[config.mk]
export PLATFORM = sky130hd
export DESIGN_NAME = resource_colour_lookup_flat
export DESIGN_NICKNAME = d
export VERILOG_FILES = /design/src/rtl/rcl_pkg.sv /design/src/rtl/rcl_if.sv /design/src/rtl/rcl_cell.sv /design/src/rtl/resource_colour_lookup.sv /design/src/flat_wrapper.sv
export VERILOG_INCLUDE_DIRS = /design/src /design/src/rtl
export SDC_FILE = /design/constraint.sdc
export NUM_CORES = 1
export LEC_CHECK = 0
export ABC_CLOCK_PERIOD_IN_PS = 3100
export BUFFER_PORTS_ARGS = -buffer_cell sky130_fd_sc_hd__buf_4
export CAP_MARGIN = 25
export CORE_UTILIZATION = 35
export DETAILED_ROUTE_END_ITERATION = 10
export MAX_ROUTING_LAYER = met4
export PLACE_DENSITY_LB_ADDON = 0.08
export REMOVE_ABC_BUFFERS = 1
export SYNTH_ARGS = -nofsm -noshare
export SYNTH_HDL_FRONTEND = slang
export SYNTH_HIERARCHICAL = 1
export SYNTH_SLANG_ARGS = --single-unit
[constraint.sdc]
create_clock -name clk_i -period 3.1 [get_ports clk_i]
set_input_delay 0.62 -clock clk_i [delete_from_list [all_inputs] [get_ports clk_i]]
set_output_delay 0.62 -clock clk_i [all_outputs]
set_load 0.01 [all_outputs]
[src/rtl/assert_macros.svh]
// ---------------------------------------------------------------------------
// assert_macros.svh
// Assertion shorthands, clocked on clk_i and held off while rst_ni is low.
// ---------------------------------------------------------------------------
`ifndef ASSERT_MACROS_SVH
`define ASSERT_MACROS_SVH

// Check a property on every clock edge outside reset.
`define RCL_ASSERT(label, prop, msg) \
  label: assert property (@(posedge clk_i) disable iff (!rst_ni) prop) \
    else $error(msg);

// Check that a condition holds in the cycle after a trigger.
`define RCL_ASSERT_NEXT(label, ante, cons, msg) \
  `RCL_ASSERT(label, (ante) |=> (cons), msg)

`endif

[src/rtl/rcl_pkg.sv]
// ---------------------------------------------------------------------------
// rcl_pkg
// Shared types, constants and helpers of the resource colour lookup.
// ---------------------------------------------------------------------------
package rcl_pkg;

  localparam int KEY_MAX_DEF = 8;
  localparam int CHAR_W      = 8;
  localparam int KEY_TEXT_W  = 64;
  localparam int KEY_LEN_W   = 4;
  localparam int NUM_DIGITS  = 6;
  localparam int DIGITS_W    = NUM_DIGITS * CHAR_W;
  localparam int DCNT_W      = 3;
  localparam int CFG_IDX_W   = 1;
  localparam int CFG_DATA_W  = KEY_TEXT_W;

  localparam logic [CHAR_W-1:0] CH_NUL   = 8'h00;
  localparam logic [CHAR_W-1:0] CH_NL    = 8'h0A;
  localparam logic [CHAR_W-1:0] CH_TAB   = 8'h09;
  localparam logic [CHAR_W-1:0] CH_COLON = 8'h3A;
  localparam logic [CHAR_W-1:0] CH_STAR  = 8'h2A;
  localparam logic [CHAR_W-1:0] CH_DOT   = 8'h2E;
  localparam logic [CHAR_W-1:0] CH_HASH  = 8'h23;

  typedef enum logic [CFG_IDX_W-1:0] {
    CFG_KEY_TEXT   = 1'b0,
    CFG_KEY_LENGTH = 1'b1
  } cfg_idx_e;

  typedef enum logic [2:0] {
    PH_KEY,
    PH_TAB,
    PH_HASH,
    PH_DIGITS,
    PH_SKIP
  } phase_e;

  // Control handed to every cell of the key chain.
  typedef struct packed {
    logic shift;
    logic clear;
  } cell_ctrl_t;

  // Status reported by every cell.
  typedef struct packed {
    logic hit;
    logic sep;
  } cell_stat_t;

  function automatic logic is_hex(input logic [CHAR_W-1:0] c);
    return (c >= 8'h30 && c <= 8'h39) || (c >= 8'h41 && c <= 8'h46) ||
           (c >= 8'h61 && c <= 8'h66);
  endfunction

endpackage

[src/rtl/rcl_if.sv]
// ---------------------------------------------------------------------------
// rcl_in_if / rcl_out_if
// Valid/ready channels for text words and result words.
// ---------------------------------------------------------------------------
interface rcl_in_if;
  import rcl_pkg::*;

  logic              valid;
  logic              ready;
  logic [CHAR_W-1:0] text_byte;
  logic              end_of_text;

  modport source (output valid, output text_byte, output end_of_text, input ready);
  modport sink   (input valid, input text_byte, input end_of_text, output ready);
endinterface

interface rcl_out_if;
  import rcl_pkg::*;

  logic                valid;
  logic                ready;
  logic                found;
  logic [DIGITS_W-1:0] colour_digits;

  modport source (output valid, output found, output colour_digits, input ready);
  modport sink   (input valid, input found, input colour_digits, output ready);
endinterface

[src/rtl/rcl_cell.sv]
// ---------------------------------------------------------------------------
// rcl_cell
// One stage of the key chain: holds a recent key-region character, passes
// it on when the chain shifts and compares it with its key character.
// ---------------------------------------------------------------------------
module rcl_cell (
  input  logic                      clk_i,
  input  logic                      rst_ni,
  input  rcl_pkg::cell_ctrl_t       ctrl_i,
  input  logic [rcl_pkg::CHAR_W-1:0] char_i,
  input  logic [rcl_pkg::CHAR_W-1:0] key_char_i,
  input  logic                      active_i,
  output logic [rcl_pkg::CHAR_W-1:0] char_o,
  output rcl_pkg::cell_stat_t       stat_o
);
  import rcl_pkg::*;

  logic [CHAR_W-1:0] char_q, char_d;

  always_comb begin
    char_d = char_q;
    if (ctrl_i.clear) begin
      char_d = CH_NUL;
    end else if (ctrl_i.shift) begin
      char_d = char_i;
    end
  end

  always_ff @(posedge clk_i or negedge rst_ni) begin
    if (!rst_ni) begin
      char_q <= CH_NUL;
    end else begin
      char_q <= char_d;
    end
  end

  assign char_o     = char_q;
  // Cells beyond the key length always agree.
  assign stat_o.hit = !active_i || (char_q == key_char_i);
  assign stat_o.sep = (char_q == CH_STAR) || (char_q == CH_DOT);

endmodule

[src/rtl/resource_colour_lookup.sv]
// Result: the result word is registered and presented in the cycle after the word
//   marked end_of_text is accepted; other words give no result.
// Throughput: one text word per cycle while no held result stalls the input;
//   the key chain shifts one character per cycle; keys compare in the colon's cycle.
// Reset: clears the key registers, the chain and all scan state.
// ---------------------------------------------------------------------------
// resource_colour_lookup
// Streams a resource text and captures the six hex digits of the colour
// value on the first line whose key before the colon matches the
// configured key.
// ---------------------------------------------------------------------------
`include "assert_macros.svh"

module resource_colour_lookup #(
  parameter int KEY_MAX = rcl_pkg::KEY_MAX_DEF
) (
  input  logic                          clk_i,
  input  logic                          rst_ni,
  input  logic                          cfg_we_i,
  input  logic [rcl_pkg::CFG_IDX_W-1:0] cfg_idx_i,
  input  logic [rcl_pkg::CFG_DATA_W-1:0] cfg_data_i,
  rcl_in_if.sink                        in_i,
  rcl_out_if.source                     out_o
);
  import rcl_pkg::*;

  localparam int DEPTH = KEY_MAX + 1;        // key cells plus the separator cell
  localparam int KLW   = $clog2(DEPTH);      // holds 0..KEY_MAX
  localparam int LCW   = $clog2(DEPTH + 1);  // holds 0..DEPTH

  // ---------------- configuration registers ----------------
  logic [KEY_TEXT_W-1:0] key_q;
  logic [KEY_LEN_W-1:0]  key_len_q;

  always_ff @(posedge clk_i or negedge rst_ni) begin
    if (!rst_ni) begin
      key_q     <= '0;
      key_len_q <= '0;
    end else if (cfg_we_i) begin
      unique case (cfg_idx_e'(cfg_idx_i))
        CFG_KEY_TEXT:   key_q     <= cfg_data_i;
        CFG_KEY_LENGTH: key_len_q <= cfg_data_i[KEY_LEN_W-1:0];
        default: ;
      endcase
    end
  end

  // Clamp the key length to KEY_MAX, the number of key cells.
  logic [KLW-1:0] klen;
  assign klen = (key_len_q > KEY_LEN_W'(KEY_MAX)) ? KLW'(KEY_MAX) : KLW'(key_len_q);

  // ---------------- handshake ----------------
  logic                out_v_q;
  logic                found_q;
  logic [DIGITS_W-1:0] digits_q;
  logic                in_fire;
  logic [CHAR_W-1:0]   c;

  // Accept a word whenever the output register is empty or drains this cycle.
  assign in_i.ready = !out_v_q || out_o.ready;
  assign in_fire    = in_i.valid && in_i.ready;
  assign c          = in_i.text_byte;

  // ---------------- scan state ----------------
  phase_e              phase_q, phase_d;
  logic [LCW-1:0]      line_cnt_q, line_cnt_d;
  logic [DCNT_W-1:0]   dcnt_q, dcnt_d;
  logic [DIGITS_W-1:0] cap_q, cap_d;
  logic                match_q, match_d;
  logic                ended_q, ended_d;
  logic                key_ok;
  logic                live;
  logic                shift;
  logic                clear;

  // A word only counts while no match is held and no zero byte has been seen.
  assign live  = in_fire && !match_q && !ended_q;
  // Advance the key chain on every key-region character except the colon.
  assign shift = live && (c != CH_NUL) && (c != CH_NL) && (phase_q == PH_KEY) &&
                 (c != CH_COLON);
  // Drop all scan state once the last word of a text is taken.
  assign clear = in_fire && in_i.end_of_text;

  // ---------------- key chain ----------------
  logic [CHAR_W-1:0] chain [DEPTH+1];
  cell_stat_t        stat  [DEPTH];
  logic [DEPTH-1:0]  hit_vec;
  logic [DEPTH-1:0]  sep_vec;
  cell_ctrl_t        ctrl;

  assign ctrl.shift = shift;
  assign ctrl.clear = clear;
  assign chain[0]   = c;

  for (genvar i = 0; i < DEPTH; i++) begin : g_cell
    logic [CHAR_W-1:0] key_char;
    logic              active;

    // Cell i holds the i-th newest character, which lines up with key
    // character klen-1-i.
    always_comb begin
      key_char = '0;
      for (int j = 0; j < KEY_MAX; j++) begin
        if ((i + j + 1) == int'(klen)) begin
          key_char = key_q[CHAR_W*j +: CHAR_W];
        end
      end
    end
    assign active = i < int'(klen);

    rcl_cell u_cell (
      .clk_i      (clk_i),
      .rst_ni     (rst_ni),
      .ctrl_i     (ctrl),
      .char_i     (chain[i]),
      .key_char_i (key_char),
      .active_i   (active),
      .char_o     (chain[i+1]),
      .stat_o     (stat[i])
    );

    assign hit_vec[i] = stat[i].hit;
    assign sep_vec[i] = stat[i].sep;
  end

  // Key must fill the region exactly, or be preceded by '*' or '.'.
  assign key_ok = &hit_vec && (line_cnt_q >= LCW'(klen)) &&
                  ((line_cnt_q == LCW'(klen)) || sep_vec[klen]);

  // ---------------- phase machine ----------------
  always_ff @(posedge clk_i or negedge rst_ni) begin
    if (!rst_ni) begin
      phase_q <= PH_KEY;
    end else begin
      phase_q <= phase_d;
    end
  end

  always_comb begin
    phase_d    = phase_q;
    line_cnt_d = line_cnt_q;
    dcnt_d     = dcnt_q;
    cap_d      = cap_q;
    match_d    = match_q;
    ended_d    = ended_q;
    if (live) begin
      if (c == CH_NUL) begin
        ended_d = 1'b1;
      end else if (c == CH_NL) begin
        line_cnt_d = '0;
        phase_d    = PH_KEY;
        dcnt_d     = '0;
      end else begin
        unique case (phase_q)
          PH_KEY: begin
            if (c == CH_COLON) begin
              phase_d = key_ok ? PH_TAB : PH_SKIP;
            end else if (line_cnt_q < LCW'(DEPTH)) begin
              line_cnt_d = line_cnt_q + LCW'(1);
            end
          end
          PH_TAB: begin
            phase_d = (c == CH_TAB) ? PH_HASH : PH_SKIP;
          end
          PH_HASH: begin
            if (c == CH_HASH) begin
              phase_d = PH_DIGITS;
              dcnt_d  = '0;
              cap_d   = '0;
            end else begin
              phase_d = PH_SKIP;
            end
          end
          PH_DIGITS: begin
            if (!is_hex(c)) begin
              phase_d = PH_SKIP;
            end else begin
              for (int k = 0; k < NUM_DIGITS; k++) begin
                if (dcnt_q == DCNT_W'(k)) begin
                  cap_d[CHAR_W*k +: CHAR_W] = c;
                end
              end
              dcnt_d = dcnt_q + DCNT_W'(1);
              if (dcnt_d >= DCNT_W'(NUM_DIGITS)) begin
                match_d = 1'b1;
                phase_d = PH_SKIP;
              end
            end
          end
          PH_SKIP: ;
          default: phase_d = PH_SKIP;
        endcase
      end
    end
    // Return to the reset state after the last word of a text.
    if (clear) begin
      phase_d    = PH_KEY;
      line_cnt_d = '0;
      dcnt_d     = '0;
      cap_d      = '0;
      match_d    = 1'b0;
      ended_d    = 1'b0;
    end
  end

  always_ff @(posedge clk_i or negedge rst_ni) begin
    if (!rst_ni) begin
      line_cnt_q <= '0;
      dcnt_q     <= '0;
      cap_q      <= '0;
      match_q    <= 1'b0;
      ended_q    <= 1'b0;
    end else begin
      line_cnt_q <= line_cnt_d;
      dcnt_q     <= dcnt_d;
      cap_q      <= cap_d;
      match_q    <= match_d;
      ended_q    <= ended_d;
    end
  end

  // ---------------- result register ----------------
  // The result reflects the state after the last word, before the clear.
  logic                res_found;
  logic [DIGITS_W-1:0] res_digits;

  always_comb begin
    res_found  = match_q;
    res_digits = cap_q;
    if (live && phase_q == PH_DIGITS && c != CH_NUL && c != CH_NL && is_hex(c) &&
        (dcnt_q + DCNT_W'(1)) >= DCNT_W'(NUM_DIGITS)) begin
      res_found  = 1'b1;
      res_digits = cap_q;
      for (int k = 0; k < NUM_DIGITS; k++) begin
        if (dcnt_q == DCNT_W'(k)) begin
          res_digits[CHAR_W*k +: CHAR_W] = c;
        end
      end
    end
  end

  always_ff @(posedge clk_i or negedge rst_ni) begin
    if (!rst_ni) begin
      out_v_q <= 1'b0;
      found_q <= 1'b0;
    end else if (clear) begin
      out_v_q <= 1'b1;
      found_q <= res_found;
    end else if (out_o.ready) begin
      out_v_q <= 1'b0;
    end
  end

  always_ff @(posedge clk_i) begin
    if (clear) begin
      digits_q <= res_found ? res_digits : '0;
    end
  end

  assign out_o.valid         = out_v_q;
  assign out_o.found         = found_q;
  assign out_o.colour_digits = digits_q;

  // ---------------- assertions ----------------
  `RCL_ASSERT(a_nofound_zero, (out_v_q && !found_q) |-> (digits_q == '0),
              "result without a match carries digits")
  `RCL_ASSERT(a_match_skips, match_q |-> (phase_q == PH_SKIP),
              "match held outside the skip phase")
  `RCL_ASSERT(a_dcnt_range, dcnt_q <= DCNT_W'(NUM_DIGITS),
              "digit count beyond six")
  `RCL_ASSERT_NEXT(a_clear_all, clear,
                   (line_cnt_q == '0) && !match_q && !ended_q && (chain[DEPTH] == '0),
                   "scan state not cleared after end of text")

endmodule

[src/flat_wrapper.sv]
// flat-port wrapper written by rule: the top's interface ports become plain ports
module resource_colour_lookup_flat import rcl_pkg::*;
#(
  parameter int KEY_MAX = rcl_pkg::KEY_MAX_DEF
)
  (clk_i, rst_ni, cfg_we_i, cfg_idx_i, cfg_data_i, in_i_valid, in_i_text_byte, in_i_end_of_text, in_i_ready, out_o_valid, out_o_found, out_o_colour_digits, out_o_ready);
  rcl_in_if in_i_i ();
  rcl_out_if out_o_i ();
  input  logic clk_i;
  input  logic rst_ni;
  input  logic cfg_we_i;
  input  logic [rcl_pkg::CFG_IDX_W-1:0] cfg_idx_i;
  input  logic [rcl_pkg::CFG_DATA_W-1:0] cfg_data_i;
  input wire logic [$bits(in_i_i.valid)-1:0] in_i_valid;
  input wire logic [$bits(in_i_i.text_byte)-1:0] in_i_text_byte;
  input wire logic [$bits(in_i_i.end_of_text)-1:0] in_i_end_of_text;
  output wire logic [$bits(in_i_i.ready)-1:0] in_i_ready;
  output wire logic [$bits(out_o_i.valid)-1:0] out_o_valid;
  output wire logic [$bits(out_o_i.found)-1:0] out_o_found;
  output wire logic [$bits(out_o_i.colour_digits)-1:0] out_o_colour_digits;
  input wire logic [$bits(out_o_i.ready)-1:0] out_o_ready;
  assign in_i_i.valid = in_i_valid;
  assign in_i_i.text_byte = in_i_text_byte;
  assign in_i_i.end_of_text = in_i_end_of_text;
  assign in_i_ready = in_i_i.ready;
  assign out_o_valid = out_o_i.valid;
  assign out_o_found = out_o_i.found;
  assign out_o_colour_digits = out_o_i.colour_digits;
  assign out_o_i.ready = out_o_ready;
  resource_colour_lookup #(.KEY_MAX(KEY_MAX)) u_core (.clk_i(clk_i), .rst_ni(rst_ni), .cfg_we_i(cfg_we_i), .cfg_idx_i(cfg_idx_i), .cfg_data_i(cfg_data_i), .in_i(in_i_i), .out_o(out_o_i));
endmodule
==> summary.md <==
| Metric | Value |
|---|---|
| Maximum fanout count along the critical path | `8` |
| Busiest metal layer after global routing | `met1` |
| TritonCTS clock tree | `yes` |
| Startpoint type of the worst setup path | `flip-flop` |
| Number of warnings reported in the yosys synthesis log | `6` |
| Kind of path behind the tightest hold check | `input port to asynchronous set/reset pin` |
| Filler cell count | `3631` |
| Flip-flop and latch count after synthesis | `250` |
| Avg WL per Cell | `22.5 µm` |
| Boundary pin count | `130` |
| Status | `completed` |
| Power per cell area | `599 nW/µm²` |
| Async set-or-reset flop fraction in the synthesized netlist | `80.8%` |
| Commonest register cell after synthesis | `sky130_fd_sc_hd__dfrtp_1` |
| Final setup margin | `0.0709 ns` |
| PortBufs | `129` |
| Number of global-route vias before repair | `10797` |
| Final Cycle Share | `97.7%` |
| Layout Nets | `around 1500` |
| Setup-failing EPs final | `0` |
| Die outline height | `198 µm` |
| Number of antenna violations at the first check in global routing | `1` |
| Max-cap violations | `0` |
| Number of placement rows | `approximately 70` |
| Number of distinct library cell variants in the gate-level netlist after synthesis | `71` |
| Synth top area cells | `sky130_fd_sc_hd__dfrtp_1 37%, sky130_fd_sc_hd__edfxtp_1 11%, sky130_fd_sc_hd__mux2i_1 6.3%` |
| Vias after detailed routing | `10988` |
| Minimum period implied by the final worst setup slack | `a little over 3 ns` |
| Clock Skews | `0.0168 ns` |
| Area share of the largest cell type after synthesis | `37.5%` |
| Synth top cells by count | `202 x sky130_fd_sc_hd__dfrtp_1, 93 x sky130_fd_sc_hd__nor2_1, 90 x sky130_fd_sc_hd__nand2_1` |
| Number of instances in the synthesized netlist | `1244` |
| Post-detail-place hpwl | `30.8 mm` |
| Floorplan Core Area | `37800 µm²` |
| Arrival time reported for the critical path endpoint | `3.51 ns` |
| Clk pin slew, worst setup/hold paths | `0.06 ns` |
| Number of vias per cell after detailed routing | `5.55` |
| Average cell area after synthesis | `10.8 µm²` |
| Slew Limit Headroom | `between 30% and 40%` |
| Maximum clock frequency | `330 MHz` |
| Global-route usage over all layers | `23.1%` |
| Root cell of the clock tree | `sky130_fd_sc_hd__clkbuf_16` |
| Synth area leader | `sky130_fd_sc_hd__dfrtp_1` |
| Required time of the critical path | `~3.6 ns` |
| Number of max-slew violations in the final report | `0` |
| Clk buf depth | `3` |
| Initial Util | `35.7%` |
| Tot Pwr | `just over 10 mW` |
| Post-route antenna net violation count | `0` |
| Post-cts hold buffer count | `0` |
| Worst setup slack after placement | `-0.0970 ns` |
| Type of the setup path with the least slack | `flip-flop to flip-flop` |
| Largest net degree at the start of global routing | `70` |
| Unrepaired setup endpoints after global routing | `yes` |
| Met1 routing resource usage after global routing | `34.2%` |
| Clock latency on the worst-skew pair | `0.57 ns` |
| Number of iterations in the first detailed-routing pass | `6` |
| Met3 track demand over resource | `3.13%` |
| 1st-iter DRT viols | `1065` |
| Tightest Pin Transition | `0.907 ns` |
| Final weighted congestion in routability-driven placement | `0.882` |
| Area growth, synth to finish | `27.4%` |
| Proportion of synthesized chip area in sequential cells | `48.1%` |
| Total routed wirelength | `roughly 44 mm` |
| Post-Syn Area | `13500 µm²` |
| Final Hold Vio Count | `0` |
| Cell with the most instances after synthesis | `sky130_fd_sc_hd__dfrtp_1` |
| Horizontal die dimension | `between 150 and 200 µm` |
| Antenna diode count | `0` |
| TritonCTS Buffers | `29` |
| Routing usage on met2 | `around a third` |
| Layout cell share with drive strength beyond 1 | `30.2%` |
| Number of clock sinks | `250` |
| Peak supply drop | `0.000390 V` |
| Kind of capture point of the worst setup path | `flip-flop` |
| Number of H-tree levels | `1` |
| First-pass GRT wire length | `67.1 mm` |
| GRT Residual Overflow | `0` |
| Die Area | `39300 µm²` |
| Number of flops mapped to enable cells by yosys | `48` |
| Reported leakage power | `7.24 nW` |
| Residual DRC count | `0` |
## power by group
part / total, mW / internal, mW / switching (mW)
Clock: 3.58 / 2.16 / 1.42
Combinational: 2.52 / 1.21 / 1.31
Sequential: 4.20 / 3.68 / 0.522
Total: 10.3 / 7.05 / 3.26
## routing by layer
layer	vias up	part of all wire [%]	wire length, µm
li1	5041	-	-
met4	0	1.9	857
met2	340	44	19700
met3	62	5.8	2580
met5	-	0	0
met1	5545	48	21300
## area by class of cell
class	instances	area (µm²)	area share, %
Clock buffer	43	818	4.76
Inverter	27	104	0.604
Clock inverter	11	169	0.983
Multi-Input combinational cell	867	6640	38.6
Timing Repair Buffer	270	2320	13.5
Sequential cell	250	6500	37.8
Tap cell	511	639	3.72
## cell families after synthesis
group / synth area share, %
XOR/XNOR: 4.74
buffers and inverters: 4.18
flip-flops: 48.1
other: 0.0278
multiplexers: 11.7
AO/OA/AOI/OAI: 17.3
AND/OR/NAND/NOR: 12.9
adder cells (fa/ha/maj): 1.02
## per-stage QoR
| step | setup TNS (ns) | hold WS, ns | util (%) | cell area, µm² | std cells |
|---|---|---|---|---|---|
| CTS | 0 | 0.0847 | 44.1 | 16700 | 1943 |
| detailed placement | -0.127 | 0.466 | 41.4 | 15700 | 1887 |
| finish | 0 | 0.0700 | 45.4 | 17200 | 1979 |
| floorplan | -709.21 | 0.324 | - | 13100 | 1144 |
| global route | -0.0695 | 0.0977 | 45.4 | 17200 | 1979 |
| global placement | -0.136 | 0.463 | 41.3 | 15600 | 1886 |
## layout by cell type (no fill, tap or decap), types with 10 or more instances in the layout
cell / netlist / final
sky130_fd_sc_hd__buf_4: 3 / 238
sky130_fd_sc_hd__nand2_1: 90 / 90
sky130_fd_sc_hd__and2_1: 28 / 28
sky130_fd_sc_hd__nor2_1: 93 / 92
sky130_fd_sc_hd__buf_6: 4 / 12
sky130_fd_sc_hd__buf_12: 0 / 13
sky130_fd_sc_hd__nor3_2: 17 / 19
sky130_fd_sc_hd__mux2_2: 65 / 65
sky130_fd_sc_hd__o21ai_1: 1 / 21
sky130_fd_sc_hd__o21ai_0: 63 / 41
sky130_fd_sc_hd__a32o_1: 42 / 42
sky130_fd_sc_hd__a22o_1: 51 / 51
sky130_fd_sc_hd__nand4_1: 29 / 29
sky130_fd_sc_hd__mux2i_1: 85 / 85
sky130_fd_sc_hd__a222oi_1: 23 / 23
sky130_fd_sc_hd__ha_1: 11 / 11
sky130_fd_sc_hd__a22oi_1: 42 / 42
sky130_fd_sc_hd__inv_1: 26 / 26
sky130_fd_sc_hd__a21oi_1: 19 / 18
sky130_fd_sc_hd__clkbuf_1: 64 / 10
sky130_fd_sc_hd__xnor2_1: 72 / 68
sky130_fd_sc_hd__dfrtp_1: 202 / 199
sky130_fd_sc_hd__edfxtp_1: 48 / 48
sky130_fd_sc_hd__clkbuf_16: 0 / 31
sky130_fd_sc_hd__nand3_1: 12 / 12
## flip-flops by register name, summed over array words and instances (netlist names), 3 cells and up
name                         count
u_core/g_cell.u_cell/char_o     72
u_core/key_len_q                 4
u_core/key_q                    64
u_core/phase_q                   3
u_core/line_cnt_q                4
u_core/dcnt_q                    3
u_core/out_o.colour_digits      48
u_core/cap_q                    48
## path summary, 6_finish.rpt
path | endpoint | cells after the start | from | slack, ns
setup / recovery | u_core/phase_q[0] | 16 | u_core/key_len_q[0] | 0.07
hold / removal | u_core/key_q[20] | 1 | rst_ni | 0.07
setup reg to reg | u_core/phase_q[0] | 16 | u_core/key_len_q[0] | 0.07
hold reg to reg | u_core/cap_q[15] | 1 | u_core/cap_q[15] | 0.48
max in group asynchronous | u_core/cap_q[15] | 2 | rst_ni | 2.26
min in group clk_i | u_core/key_q[23] | 3 | cfg_data_i[23] | 0.26
## critical path, stage by stage, from the launching register on
cell	delay, ns
sky130_fd_sc_hd__dfrtp_1	0.43
sky130_fd_sc_hd__buf_12	0.16
sky130_fd_sc_hd__nor4b_4	0.30
sky130_fd_sc_hd__buf_4	0.19
sky130_fd_sc_hd__buf_6	0.11
sky130_fd_sc_hd__buf_12	0.12
sky130_fd_sc_hd__buf_8	0.12
sky130_fd_sc_hd__a22oi_1	0.06
sky130_fd_sc_hd__nand3_1	0.10
sky130_fd_sc_hd__xnor2_1	0.15
sky130_fd_sc_hd__nand4_1	0.19
sky130_fd_sc_hd__o21ai_1	0.18
sky130_fd_sc_hd__nand4_1	0.14
sky130_fd_sc_hd__nor3_2	0.19
sky130_fd_sc_hd__o31ai_2	0.12
sky130_fd_sc_hd__o31ai_1	0.25
sky130_fd_sc_hd__o2bb2ai_1	0.13
## what timing repair did
| item | CTS | global route |
|---|---|---|
| hold endpoints to repair | 0 | 0 |
| resized for setup | 4 | 70 |
| setup buffers | 2 | 31 |
| cloned | 0 | 5 |
| pin swaps | 0 | 49 |
| setup endpoints to repair | 2 | 2 |
Power figures use the tool's default switching activity.
